`config.mk`:
```
export PLATFORM = sky130hd
export DESIGN_NAME = sim_clock_timer_device
export DESIGN_NICKNAME = d
export VERILOG_FILES = /design/src/hw/rtl/sctd_pkg.sv /design/src/hw/rtl/sim_clock_timer_device.sv /design/src/hw/rtl/sctd_npt_div.sv
export SDC_FILE = /design/constraint.sdc
export NUM_CORES = 2
export LEC_CHECK = 0
export BUFFER_PORTS_ARGS = -buffer_cell sky130_fd_sc_hd__buf_4
export CAP_MARGIN = 20
export CORE_AREA = 2 2 230 323
export DETAILED_ROUTE_END_ITERATION = 6
export DIE_AREA = 0 0 232 325
export GPL_ROUTABILITY_DRIVEN = 1
export PLACE_DENSITY = 0.66
export SYNTH_ARGS = -nofsm -noshare
export SYNTH_HDL_FRONTEND = slang
export SYNTH_SLANG_ARGS = --single-unit
export TNS_END_PERCENT = 5
```
`constraint.sdc`:
```
create_clock -name clk -period 17.25 [get_ports clk]
set_input_delay 0.8625 -clock clk [delete_from_list [all_inputs] [get_ports clk]]
set_output_delay 0.8625 -clock clk [all_outputs]
set_load 0.1 [all_outputs]
```
`src/hw/rtl/sctd_pkg.sv`:
```
package sctd_pkg;

    // Field and register widths
    localparam int NPT_W  = 30;
    localparam int THR_W  = 32;
    localparam int DATA_W = 32;
    localparam int ADDR_W = 3;
    localparam int QUOT_W = 21;   // ns_per_tick / 1000 fits in 21 bits
    localparam int REM_W  = 10;   // remainder below 1000

    localparam int unsigned NS_PER_US  = 1000;
    localparam int unsigned US_PER_SEC = 1000000;

    // Scaled reciprocal of 1000: (x * NPT_RECIP) >> RECIP_SH is x / 1000 for any 30-bit x
    localparam int RECIP_W  = 31;
    localparam int RECIP_SH = 40;
    localparam logic [RECIP_W-1:0] NPT_RECIP = 31'd1099511628;

    // Reset values of the configuration registers
    localparam logic [NPT_W-1:0]  NPT_RESET      = 30'd1000;
    localparam logic [THR_W-1:0]  THR_RESET      = 32'd10000000;
    localparam logic [QUOT_W-1:0] NPT_QUOT_RESET = 21'd1;
    localparam logic [REM_W-1:0]  NPT_REM_RESET  = 10'd0;

    // Request operations
    localparam logic [1:0] OP_TICK  = 2'd0;
    localparam logic [1:0] OP_READ  = 2'd1;
    localparam logic [1:0] OP_WRITE = 2'd2;

    // Access sizes; the unused code behaves as a word
    localparam logic [1:0] SIZE_BYTE = 2'd0;
    localparam logic [1:0] SIZE_HALF = 2'd1;
    localparam logic [1:0] SIZE_WORD = 2'd2;
    localparam logic [1:0] SIZE_WIDE = 2'd3;

    // Word slots in the device window
    localparam logic [2:0] SLOT_SEC  = 3'd0;
    localparam logic [2:0] SLOT_USEC = 3'd1;
    localparam logic [2:0] SLOT_CTRL = 3'd4;

    // Configuration register index (paddr bit 2)
    localparam logic REG_NS_PER_TICK = 1'b0;
    localparam logic REG_THRESHOLD   = 1'b1;

    localparam int CTRL_ENABLE_BIT = 0;

    // ns_per_tick split into whole microseconds and leftover nanoseconds
    typedef struct packed {
        logic [QUOT_W-1:0] quot;
        logic [REM_W-1:0]  rem;
    } npt_split_t;

endpackage

```
`src/hw/rtl/sim_clock_timer_device.sv`:
```
// Simulated-time clock peripheral.
// Requests enter on in_valid/in_ready: a tick advances simulated time by
// ns_per_tick nanoseconds, a bus read returns seconds, microseconds or
// control (byte/halfword lanes little-endian), a bus write sets control.
// Every request yields one result on out_valid/out_ready: read_data and
// the interrupt level irq_line after the request.
// The result is registered at the accepting edge and, if the output register
// is free, shown on the next cycle. One request per cycle is taken while no
// split runs and out_ready is high; the timer state updates on acceptance.
// A stalled receiver holds the result in the output register; one more
// request lands in a skid register, then in_ready drops until it drains.
// The APB port holds ns_per_tick (0x0) and interrupt_threshold_ns (0x4).
// Writing ns_per_tick starts a split by 1000 (reciprocal multiply, then the
// remainder); in_ready stays low until the split is done.
// Reset clears time, control and the interrupt, empties the output side and
// loads ns_per_tick = 1000 and interrupt_threshold_ns = 10000000.
module sim_clock_timer_device (
    input  logic                          clk,
    input  logic                          rst_n,
    input  logic                          psel,
    input  logic                          penable,
    input  logic                          pwrite,
    input  logic [sctd_pkg::ADDR_W-1:0]   paddr,
    input  logic [sctd_pkg::DATA_W-1:0]   pwdata,
    output logic [sctd_pkg::DATA_W-1:0]   prdata,
    output logic                          pready,
    input  logic                          in_valid,
    output logic                          in_ready,
    input  logic [1:0]                    operation,
    input  logic [4:0]                    offset,
    input  logic [1:0]                    access_size,
    input  logic [31:0]                   write_data,
    output logic                          out_valid,
    input  logic                          out_ready,
    output logic [31:0]                   read_data,
    output logic                          irq_line
);
    import sctd_pkg::*;

    localparam int Q_W = 23;   // stored microsecond part of the accumulator

    logic [NPT_W-1:0] npt_reg;
    logic [THR_W-1:0] thr_reg;
    logic [31:0]      acc_reg, acc_next;
    logic [Q_W-1:0]   acc_q_reg, acc_q_next;
    logic [REM_W-1:0] acc_r_reg, acc_r_next;
    logic [31:0]      usec_reg, usec_next;
    logic [31:0]      sec_reg, sec_next;
    logic [31:0]      ctrl_reg, ctrl_next;
    logic             irq_reg, irq_next;

    logic             out_valid_reg;
    logic [31:0]      out_data_reg;
    logic             out_irq_reg;
    logic             skid_valid_reg;
    logic [31:0]      skid_data_reg;
    logic             skid_irq_reg;

    logic             cfg_wr;
    logic             div_busy;
    npt_split_t       npt_split;
    logic             accept;
    logic             out_take;

    logic [32:0]      sum;
    logic             fire;
    logic [REM_W:0]   r_sum;
    logic             r_carry;
    logic [REM_W-1:0] r_new;
    logic [Q_W:0]     q_new;
    logic [31:0]      usec_add;
    logic [31:0]      usec_tick;
    logic [2:0]       slot;
    logic [31:0]      slot_word;
    logic [31:0]      lane_word;
    logic [31:0]      byte_sh;
    logic [31:0]      new_data;

    // Configuration port
    assign cfg_wr = psel && penable && pwrite;
    assign pready = 1'b1;
    assign prdata = (paddr[2] == REG_THRESHOLD) ? thr_reg : DATA_W'(npt_reg);

    always_ff @(posedge clk or negedge rst_n)
    begin
        if (!rst_n)
        begin
            npt_reg <= NPT_RESET;
            thr_reg <= THR_RESET;
        end
        else if (cfg_wr)
        begin
            if (paddr[2] == REG_NS_PER_TICK)
                npt_reg <= pwdata[NPT_W-1:0];
            else
                thr_reg <= pwdata[THR_W-1:0];
        end
    end

    // ns_per_tick split into microseconds and nanoseconds
    sctd_npt_div u_npt_div (
        .clk      (clk),
        .rst_n    (rst_n),
        .start    (cfg_wr && (paddr[2] == REG_NS_PER_TICK)),
        .dividend (pwdata[NPT_W-1:0]),
        .busy     (div_busy),
        .split    (npt_split)
    );

    // Handshake
    assign in_ready = !skid_valid_reg && !div_busy;
    assign accept   = in_valid && in_ready;
    assign out_take = out_valid_reg && out_ready;

    // Tick arithmetic; the accumulator is kept both whole and as usec:ns
    always_comb
    begin
        sum     = {1'b0, acc_reg} + 33'(npt_reg);
        fire    = sum > {1'b0, thr_reg};
        r_sum   = {1'b0, acc_r_reg} + {1'b0, npt_split.rem};
        r_carry = r_sum >= (REM_W+1)'(NS_PER_US);
        r_new   = r_carry ? REM_W'(r_sum - (REM_W+1)'(NS_PER_US)) : r_sum[REM_W-1:0];
        q_new   = {1'b0, acc_q_reg} + (Q_W+1)'(npt_split.quot) + (Q_W+1)'(r_carry);
        usec_add = usec_reg + 32'(q_new);
        if (fire)
            usec_tick = usec_add;
        else
            usec_tick = usec_reg;
    end

    // Bus slot and lane data
    always_comb
    begin
        slot = offset[4:2];
        unique case (slot)
            SLOT_SEC:  slot_word = sec_reg;
            SLOT_USEC: slot_word = usec_reg;
            SLOT_CTRL: slot_word = ctrl_reg;
            default:   slot_word = '0;
        endcase
        byte_sh = slot_word >> {offset[1:0], 3'b000};
        case (access_size)
            SIZE_BYTE: lane_word = 32'(write_data[7:0]) << {offset[1:0], 3'b000};
            SIZE_HALF: lane_word = offset[1] ? {write_data[15:0], 16'h0000}
                                             : {16'h0000, write_data[15:0]};
            default:   lane_word = write_data;
        endcase
    end

    // Next state and result of one request
    always_comb
    begin
        acc_next   = acc_reg;
        acc_q_next = acc_q_reg;
        acc_r_next = acc_r_reg;
        usec_next  = usec_reg;
        sec_next   = sec_reg;
        ctrl_next  = ctrl_reg;
        irq_next   = irq_reg;
        new_data   = '0;
        case (operation)
            OP_TICK:
            begin
                if (fire)
                begin
                    acc_next   = 32'(r_new);
                    acc_q_next = '0;
                end
                else
                begin
                    acc_next   = sum[31:0];
                    acc_q_next = q_new[Q_W-1:0];
                end
                acc_r_next = r_new;
                if (usec_tick > 32'(US_PER_SEC))
                begin
                    usec_next = usec_tick - 32'(US_PER_SEC);
                    sec_next  = sec_reg + 32'd1;
                end
                else
                begin
                    usec_next = usec_tick;
                end
                if (ctrl_reg[CTRL_ENABLE_BIT])
                    irq_next = !irq_reg && fire;
                else
                    irq_next = 1'b0;
            end
            OP_READ:
            begin
                case (access_size)
                    SIZE_BYTE: new_data = {24'h0, byte_sh[7:0]};
                    SIZE_HALF: new_data = offset[1] ? {16'h0, slot_word[31:16]}
                                                    : {16'h0, slot_word[15:0]};
                    default:   new_data = slot_word;
                endcase
            end
            OP_WRITE:
            begin
                if (slot == SLOT_CTRL)
                begin
                    ctrl_next = lane_word;
                    case (access_size) inside
                        SIZE_WORD, SIZE_WIDE: new_data = lane_word;
                        default:              new_data = '0;
                    endcase
                end
            end
            default:
            begin
                new_data = '0;
            end
        endcase
    end

    // Timer state
    always_ff @(posedge clk or negedge rst_n)
    begin
        if (!rst_n)
        begin
            acc_reg   <= '0;
            acc_q_reg <= '0;
            acc_r_reg <= '0;
            usec_reg  <= '0;
            sec_reg   <= '0;
            ctrl_reg  <= '0;
            irq_reg   <= 1'b0;
        end
        else if (accept)
        begin
            acc_reg   <= acc_next;
            acc_q_reg <= acc_q_next;
            acc_r_reg <= acc_r_next;
            usec_reg  <= usec_next;
            sec_reg   <= sec_next;
            ctrl_reg  <= ctrl_next;
            irq_reg   <= irq_next;
        end
    end

    // Output register and skid stage, control
    always_ff @(posedge clk or negedge rst_n)
    begin
        if (!rst_n)
        begin
            out_valid_reg  <= 1'b0;
            skid_valid_reg <= 1'b0;
        end
        else if (out_take || !out_valid_reg)
        begin
            out_valid_reg  <= skid_valid_reg || accept;
            skid_valid_reg <= 1'b0;
        end
        else if (accept)
        begin
            skid_valid_reg <= 1'b1;
        end
    end

    // Output register and skid stage, payload
    always_ff @(posedge clk)
    begin
        if (out_take || !out_valid_reg)
        begin
            if (skid_valid_reg)
            begin
                out_data_reg <= skid_data_reg;
                out_irq_reg  <= skid_irq_reg;
            end
            else if (accept)
            begin
                out_data_reg <= new_data;
                out_irq_reg  <= irq_next;
            end
        end
        else if (accept)
        begin
            skid_data_reg <= new_data;
            skid_irq_reg  <= irq_next;
        end
    end

    assign out_valid = out_valid_reg;
    assign read_data = out_data_reg;
    assign irq_line  = out_irq_reg;

endmodule

```
`src/hw/rtl/sctd_npt_div.sv`:
```
module sctd_npt_div (
    input  logic                        clk,
    input  logic                        rst_n,
    input  logic                        start,
    input  logic [sctd_pkg::NPT_W-1:0]  dividend,
    output logic                        busy,
    output sctd_pkg::npt_split_t        split
);
    import sctd_pkg::*;

    localparam int PROD_W = NPT_W + RECIP_W;

    logic              mul_reg, mul_next;
    logic              fin_reg, fin_next;
    logic [NPT_W-1:0]  dvd_reg, dvd_next;
    logic [QUOT_W-1:0] quot_reg, quot_next;
    npt_split_t        split_reg, split_next;
    logic [PROD_W-1:0] prod;
    logic [NPT_W-1:0]  back;

    // Two steps: quotient by reciprocal multiply, then remainder from it
    always_comb
    begin
        prod       = PROD_W'(dvd_reg) * PROD_W'(NPT_RECIP);
        back       = NPT_W'(quot_reg) * NPT_W'(NS_PER_US);
        mul_next   = 1'b0;
        fin_next   = mul_reg;
        dvd_next   = dvd_reg;
        quot_next  = quot_reg;
        split_next = split_reg;
        if (start)
        begin
            mul_next = 1'b1;
            fin_next = 1'b0;
            dvd_next = dividend;
        end
        if (mul_reg)
            quot_next = prod[RECIP_SH +: QUOT_W];
        if (fin_reg)
        begin
            split_next.quot = quot_reg;
            split_next.rem  = REM_W'(dvd_reg - back);
        end
    end

    always_ff @(posedge clk or negedge rst_n)
    begin
        if (!rst_n)
        begin
            mul_reg        <= 1'b0;
            fin_reg        <= 1'b0;
            split_reg.quot <= NPT_QUOT_RESET;
            split_reg.rem  <= NPT_REM_RESET;
        end
        else
        begin
            mul_reg   <= mul_next;
            fin_reg   <= fin_next;
            split_reg <= split_next;
        end
    end

    // Datapath, no reset
    always_ff @(posedge clk)
    begin
        dvd_reg  <= dvd_next;
        quot_reg <= quot_next;
    end

    assign busy  = mul_reg || fin_reg;
    assign split = split_reg;

endmodule

```
-- Word-level counts from Yosys, hierarchy flattened
Cells that the tools add are included.
- register bits after elaboration: 376
- bits of input ports: 83
- word-level logic and storage cells: 97
- $add $sub $neg: 9
- multipliers: 2
- magnitude comparators: 3
- equal/unequal tests: 7
- shift-type cells: 2
- multiplexer cells: 24
- bitwise gates (word level): 2
- reduce and logical (&&, ||, !) cells: 27
- operator list (operator ; count):
    32-bit two-way mux ; 9
    32-bit case mux with 2 select lines ; 3
    32-bit case mux with 3 select lines ; 1
    30-bit by 29-bit multiplier with 59-bit output, second input constant ; 1
    32-bit by 30-bit adder with 33-bit output ; 1
    33-bit by 32-bit > comparator with 1-bit output ; 1
    32-bit by 1-bit adder with 32-bit output, second input constant ; 1
    32-bit by 24-bit adder with 32-bit output ; 1
    32-bit by 20-bit > comparator with 1-bit output, second input constant ; 1
    8-bit by 5-bit left shift with 32-bit output ; 1
    32-bit by 5-bit right shift with 8-bit output ; 1
    32-bit by 20-bit subtractor with 32-bit output, second input constant ; 1
    23-bit by 21-bit adder with 24-bit output ; 1
    24-bit by 1-bit adder with 24-bit output ; 1
    23-bit two-way mux ; 1
    21-bit by 7-bit multiplier with 7-bit output, second input constant ; 1
    16-bit two-way mux ; 1
    10-bit by 10-bit adder with 11-bit output ; 1
    11-bit by 10-bit >= comparator with 1-bit output, second input constant ; 1
    10-bit two-way mux ; 1
    2-bit AND reduction ; 5
    10-bit subtractor ; 1
    10-bit subtractor, second input constant ; 1
    1-bit two-way mux ; 8
    other kinds (13) ; 31

-- Depth between registers and ports, before layout
- depth after elaboration: 7
- gate-level depth with buffers: 45

-- By module
Synthesis repeated with hierarchy kept, for this count alone.
- cells, all modules: 3779
- area, all modules: 36789.0 um2
- by module, submodules not included (module ; times used ; cells an instance ; area an instance (um2)):
    sim_clock_timer_device ; 1 ; 2250 ; 20148.1
    sctd_npt_div ; 1 ; 1529 ; 16641.0

-- Least setup slack after synthesis
Ideal clock, no wire load.
- path type: register to register
- from: reg acc_r_reg[0]
- to: reg sec_reg[1]
- library setup time: 125 ps
- data arrival time: 8610 ps
- data required time: 17125 ps
- slack: 8515 ps
- stages on the path, launching flop included: 40
- path buffers: 1
- clock period less this slack: 8735 ps
- path through: dfrtp_1 -> ha_1 -> fa_1 -> a21o_1 -> a21oi_1 -> o21bai_1 -> a21oi_1 -> o21bai_1 -> a21oi_1 -> o21bai_1 -> a21o_1 -> a31oi_1 -> inv_1 -> fa_1 -> a21o_1 -> a21oi_1 -> o21ai_0 -> a21oi_1 -> (+4 left out) -> o311a_1 -> a211oi_1 -> a41o_1 -> o41ai_1 -> xnor2_1 -> ha_1 -> and3_1 -> a2bb2oi_1 -> o21a_1 -> o211ai_1 -> nor2_1 -> a41oi_2 -> a2111oi_4 -> nand4_4 -> or2_2 -> buf_4 -> nand2_1 -> mux2_2
- cells in the longest elaborated chain, start to end: 7
- RTL lines (item ; line ; source):
    from (decl) ; sim_clock_timer_device.sv:46 ; logic [REM_W-1:0] acc_r_reg, acc_r_next;
    from (signal assigned) ; sim_clock_timer_device.sv:233 ; acc_r_reg <= acc_r_next;
    10-bit by 10-bit adder with 11-bit output ; sim_clock_timer_device.sv:120 ; r_sum = {1'b0, acc_r_reg} + {1'b0, npt_split.rem};
    11-bit by 10-bit >= comparator with 1-bit output ; sim_clock_timer_device.sv:121 ; r_carry = r_sum >= (REM_W+1)'(NS_PER_US);
    24-bit by 1-bit adder with 24-bit output ; sim_clock_timer_device.sv:123 ; q_new = {1'b0, acc_q_reg} + (Q_W+1)'(npt_split.quot) + (Q_W+1)'(r_carry);
    32-bit by 24-bit adder with 32-bit output ; sim_clock_timer_device.sv:124 ; usec_add = usec_reg + 32'(q_new);
    32-bit two-way mux ; sim_clock_timer_device.sv:125 ; if (fire)
    32-bit by 20-bit > comparator with 1-bit output ; sim_clock_timer_device.sv:175 ; if (usec_tick > 32'(US_PER_SEC))
    3-bit AND reduction (no source line) ; -- ;
    to (signal assigned) ; sim_clock_timer_device.sv:235 ; sec_reg <= sec_next;
    to (decl) ; sim_clock_timer_device.sv:48 ; logic [31:0] sec_reg, sec_next;
No other way between the ends.
A chain may end at the register's enable or synchronous reset.

-- Worst setup path in the final report
- from: reg acc_r_reg[0]
- to: reg usec_reg[27]
- cells in the longest elaborated chain, start to end: 7
- RTL lines (item ; line ; source):
    10-bit by 10-bit adder with 11-bit output (*) ; sim_clock_timer_device.sv:120 ;
    11-bit by 10-bit >= comparator with 1-bit output (*) ; sim_clock_timer_device.sv:121 ;
    24-bit by 1-bit adder with 24-bit output (*) ; sim_clock_timer_device.sv:123 ;
    32-bit by 24-bit adder with 32-bit output (*) ; sim_clock_timer_device.sv:124 ;
    32-bit two-way mux (*) ; sim_clock_timer_device.sv:125 ;
    32-bit by 20-bit subtractor with 32-bit output / 32-bit by 20-bit > comparator with 1-bit output (equally long branches) ; sim_clock_timer_device.sv:177, sim_clock_timer_device.sv:175 ;
    32-bit two-way mux (*) ; sim_clock_timer_device.sv:175 ;
    to (signal assigned) ; sim_clock_timer_device.sv:234 ; usec_reg <= usec_next;
    to (decl) ; sim_clock_timer_device.sv:47 ; logic [31:0] usec_reg, usec_next;
Every way passes the cells marked *; elsewhere a longest branch is shown, timed or not.

==> results.sh <==
export IMPL_stdcell_count=4793
export IMPL_ff2ff_setup_slack_ps=6900
export IMPL_max_slew_margin_pct=35.22
export IMPL_fin_tns_setup_ps=0
export IMPL_critPathRequiredTime_ps=17790
export IMPL_syn2layout_area_growth_pct=9.995
export IMPL_gp_congestion=0.9445
export IMPL_rsz0062_at_grt="false"
export IMPL_cts_root_buffer="clkbuf_16"
export IMPL_clock_path_buffers=3
export IMPL_rr_worst_depth=40
export IMPL_p_leak_nw=19.57
export IMPL_drcViolationCount=0
export IMPL_clk_latency_ps=610
export IMPL_core_area_sq_mm=0.07246
export IMPL_worstMarginPinSlew_ps=971.8
export IMPL_ys_flop_type="dfrtp_1"
export IMPL_fin_ws_ps=6902
export IMPL_grt_max_degree=76
export IMPL_grt_pass1_wl_mm=149.9
export IMPL_synth_edf_count=117
export IMPL_netlist_top_cells_area="ha_1 18%, dfrtp_1 17%, fa_1 16%, edfxtp_1 9.8%, inv_1 6.5%"
export IMPL_arrival_ps=10880
export IMPL_die_h_microns=325
export IMPL_dpl_cell_count=4712
export IMPL_period_minus_slack_ps=10350
export IMPL_antenna_found_initial=2
export IMPL_port_buffers=147
export IMPL_ys_ff_latch=376
export IMPL_placed_area_sq_mm=0.03811
export IMPL_worst_path_buf_inv=2
export IMPL_p_per_area_mw_per_mm2=194.0
export IMPL_vias=26428
export IMPL_synth_top_cell_by_area="ha_1"
export IMPL_fmax_mhz=96.64
export IMPL_multiInputGateArea_sq_mm=0.02324
export IMPL_pwr_share_comb_pct=70.0
export IMPL_pre_cts_ws_ps=6913
export IMPL_antennaDiodeCount=0
export IMPL_drv_cap=0
export IMPL_layout_nets=4687
export IMPL_path_clk_slew_ps=60
export IMPL_totalWireLength_mm=92.76
export IMPL_io_pins=151
export IMPL_cts_setup_buffers=0
export IMPL_p_clk_share_pct=12.3
export IMPL_synth_distinct_cells=91
export IMPL_grt_pass1_vias=27485
export IMPL_die_area_sq_mm=0.07540
export IMPL_post_cts_resized=0
export IMPL_synth_async_reset_ratio_pct=68.88
export IMPL_die_w_microns=232
export IMPL_drv_slew=0
export IMPL_final_util_pct=54.65
export IMPL_fin_area_sq_mm=0.03960
export IMPL_timing_final_crit_share_pct=59.99
export IMPL_hold_buffers=0
export IMPL_fillers=6449
export IMPL_dp_hpwl_mm=72.09
export IMPL_crit_fanout=21
export IMPL_critical_path_max_stage_delay_ps=670
export IMPL_antenna_left=0
export IMPL_viasPerCell=5.514
export IMPL_rows=117
export IMPL_status="complete, no violations"
export IMPL_ys_seq_area_share_pct=27.81
export IMPL_h_tree_depth=2
export IMPL_ys_warn_count=0
export IMPL_r2r_start="acc_r_reg[0]$_DFFE_PN0P_"
export IMPL_reg2reg_to="usec_reg[27]$_DFFE_PN0P_"
export IMPL_seqPwrFrac_pct=17.6
export IMPL_synth_common_cells="621 x inv_1, 513 x ha_1, 401 x nand2_1, 285 x fa_1, 244 x dfrtp_1"
export IMPL_cts_tree="yes"
export IMPL_grt_ovfl_total=0
export IMPL_path_common_cell="a21oi_1"
export IMPL_detail_route_wl_per_cell_microns=19.35
export IMPL_drtPass1Iterations=7
export IMPL_setup_viol=0
export IMPL_worstSetupPathType="reg -> reg"
export IMPL_net_switching_power_w=0.003792
export IMPL_internal_power_w=0.003889
export IMPL_hold_violations=0
export IMPL_synthMostInstantiatedCell="inv_1"
export IMPL_syn_area_sq_mm=0.03600
export IMPL_hp_class="in -> async"
export IMPL_syn_inst=3694
export IMPL_finClkSkew_ps=47.61
export IMPL_ff_latch_area_sq_mm=0.01001
export IMPL_cts_buffers=43
export IMPL_cpLargestDelayFamily="compound AO/OA/AOI/OAI gates"
export IMPL_endpoint_kind="flip-flop"
export IMPL_worstSetupStartpoint="acc_r_reg[0]$_DFFE_PN0P_"
export IMPL_drtIter0Drc=1511
export IMPL_track_usage_pct=25.22
export IMPL_crit_slowest_cell="o41ai_1"
export IMPL_syn_avg_cell_area_sq_um=9.746
export IMPL_start_util_pct=49.68
export IMPL_swShare_pct=49.37
export IMPL_synth_top_area_share_pct=17.83
export IMPL_worstSetupStartpointType="flip-flop"
export IMPL_layout_drive_gt1_share_pct=10.86
export IMPL_cts_sinks=376
export IMPL_peakVddDrop_uv=130.8
export IMPL_syn_nets=4575
[worst register-to-register path, delay by kind of cell (launching register included)]
kind | cells | cell delay, ps
adders and majority gates | 4 | 1430
buffers and inverters | 2 | 170
xor gates and xnor gates | 3 | 440
DFF | 1 | 390
AOI/OAI and AO/OA | 24 | 6420
and+or+nand+nor | 7 | 1450
[power by group through the flow]
stage | logic [W] | registers [W] | clock network (W)
4_1_cts | 0.00538 | 0.00135 | 0.000962
3_3_place_gp | 0.00523 | 0.00136 | 0
2_1_floorplan | 0.00405 | 0.00135 | 0
3_5_place_dp | 0.00533 | 0.00137 | 0
6_report | 0.00538 | 0.00135 | 0.000946
5_1_grt | 0.00607 | 0.00138 | 0.000997
[worst max path at each step]
| stage | endpoint | slack [ps] | depth (start not counted) |
|---|---|---|---|
| 2_1_floorplan | sec_reg[1]$_DFFE_PN0P_ | 8520 | 39 |
| 5_1_grt | usec_reg[27]$_DFFE_PN0P_ | 5920 | 39 |
| 6_report | usec_reg[27]$_DFFE_PN0P_ | 6900 | 40 |
| 4_1_cts | usec_reg[27]$_DFFE_PN0P_ | 6850 | 40 |
| 3_3_place_gp | usec_reg[27]$_DFFE_PN0P_ | 7010 | 40 |
| 3_5_place_dp | usec_reg[27]$_DFFE_PN0P_ | 6910 | 40 |
[cell usage in the layout (no fill, tap or decap), types with 8 or more instances in the layout]
master,instances
inv_1,620
ha_1,513
nand2_1,400
fa_1,285
dfrtp_1,244
buf_4,175
nor2_1,172
a21oi_1,148
o21ai_0,138
xnor2_1,122
mux2_2,120
edfxtp_1,117
nand3_1,65
mux2i_1,56
a21o_1,55
nor3_1,46
clkbuf_16,43
a22oi_1,40
xor2_1,33
nand4_1,33
a31oi_1,26
a22o_1,25
nor2b_1,23
o21bai_1,19
nand2b_1,18
and3_1,18
o22ai_1,17
o31ai_1,17
a211oi_1,16
and2_1,15
dfstp_2,15
o21a_1,14
o211ai_1,14
clkinv_2,11
or4_1,10
or3_1,8
[per-layer routing]
| layer | track usage, % | part of all wire, % | vias up |
|---|---|---|---|
| li1 | - | - | 12689 |
| met1 | 33.18 | 43 | 12907 |
| met2 | 43.10 | 49 | 663 |
| met3 | 2.972 | 4.2 | 165 |
| met4 | 8.194 | 3.6 | 4 |
| met5 | 0 | 0.029 | - |
[area by class of cell]
class | instances | share of cell area, %
clock buffer | 55 | 2.942
clock inverter | 25 | 0.7615
inverter | 622 | 5.896
multi-input combinational | 2586 | 58.68
sequential | 376 | 25.29
tap | 952 | 3.008
timing repair buffer | 177 | 3.425
[cell families after synthesis]
| family | after synthesis | share of synthesized area (%) |
|---|---|---|
| AO/OA/AOI/OAI | 609 | 11.07 |
| XOR/XNOR | 156 | 3.816 |
| adder cells (fa/ha/maj) | 798 | 33.68 |
| AND/OR/NAND/NOR | 846 | 10.60 |
| buffers and inverters | 732 | 7.709 |
| multiplexers | 176 | 5.311 |
| flip-flops | 376 | 27.81 |
| other | 1 | 0.01042 |
[per-stage QoR]
stage | total power, W | hold WS, ps
global route | 0.008449 | 251.8
floorplan | 0.005406 | 441.0
CTS | 0.007692 | 226.2
detailed placement | 0.006698 | 460.4
finish | 0.007681 | 205.0
global placement | 0.006595 | 452.6
Power figures use the tool's default switching activity.
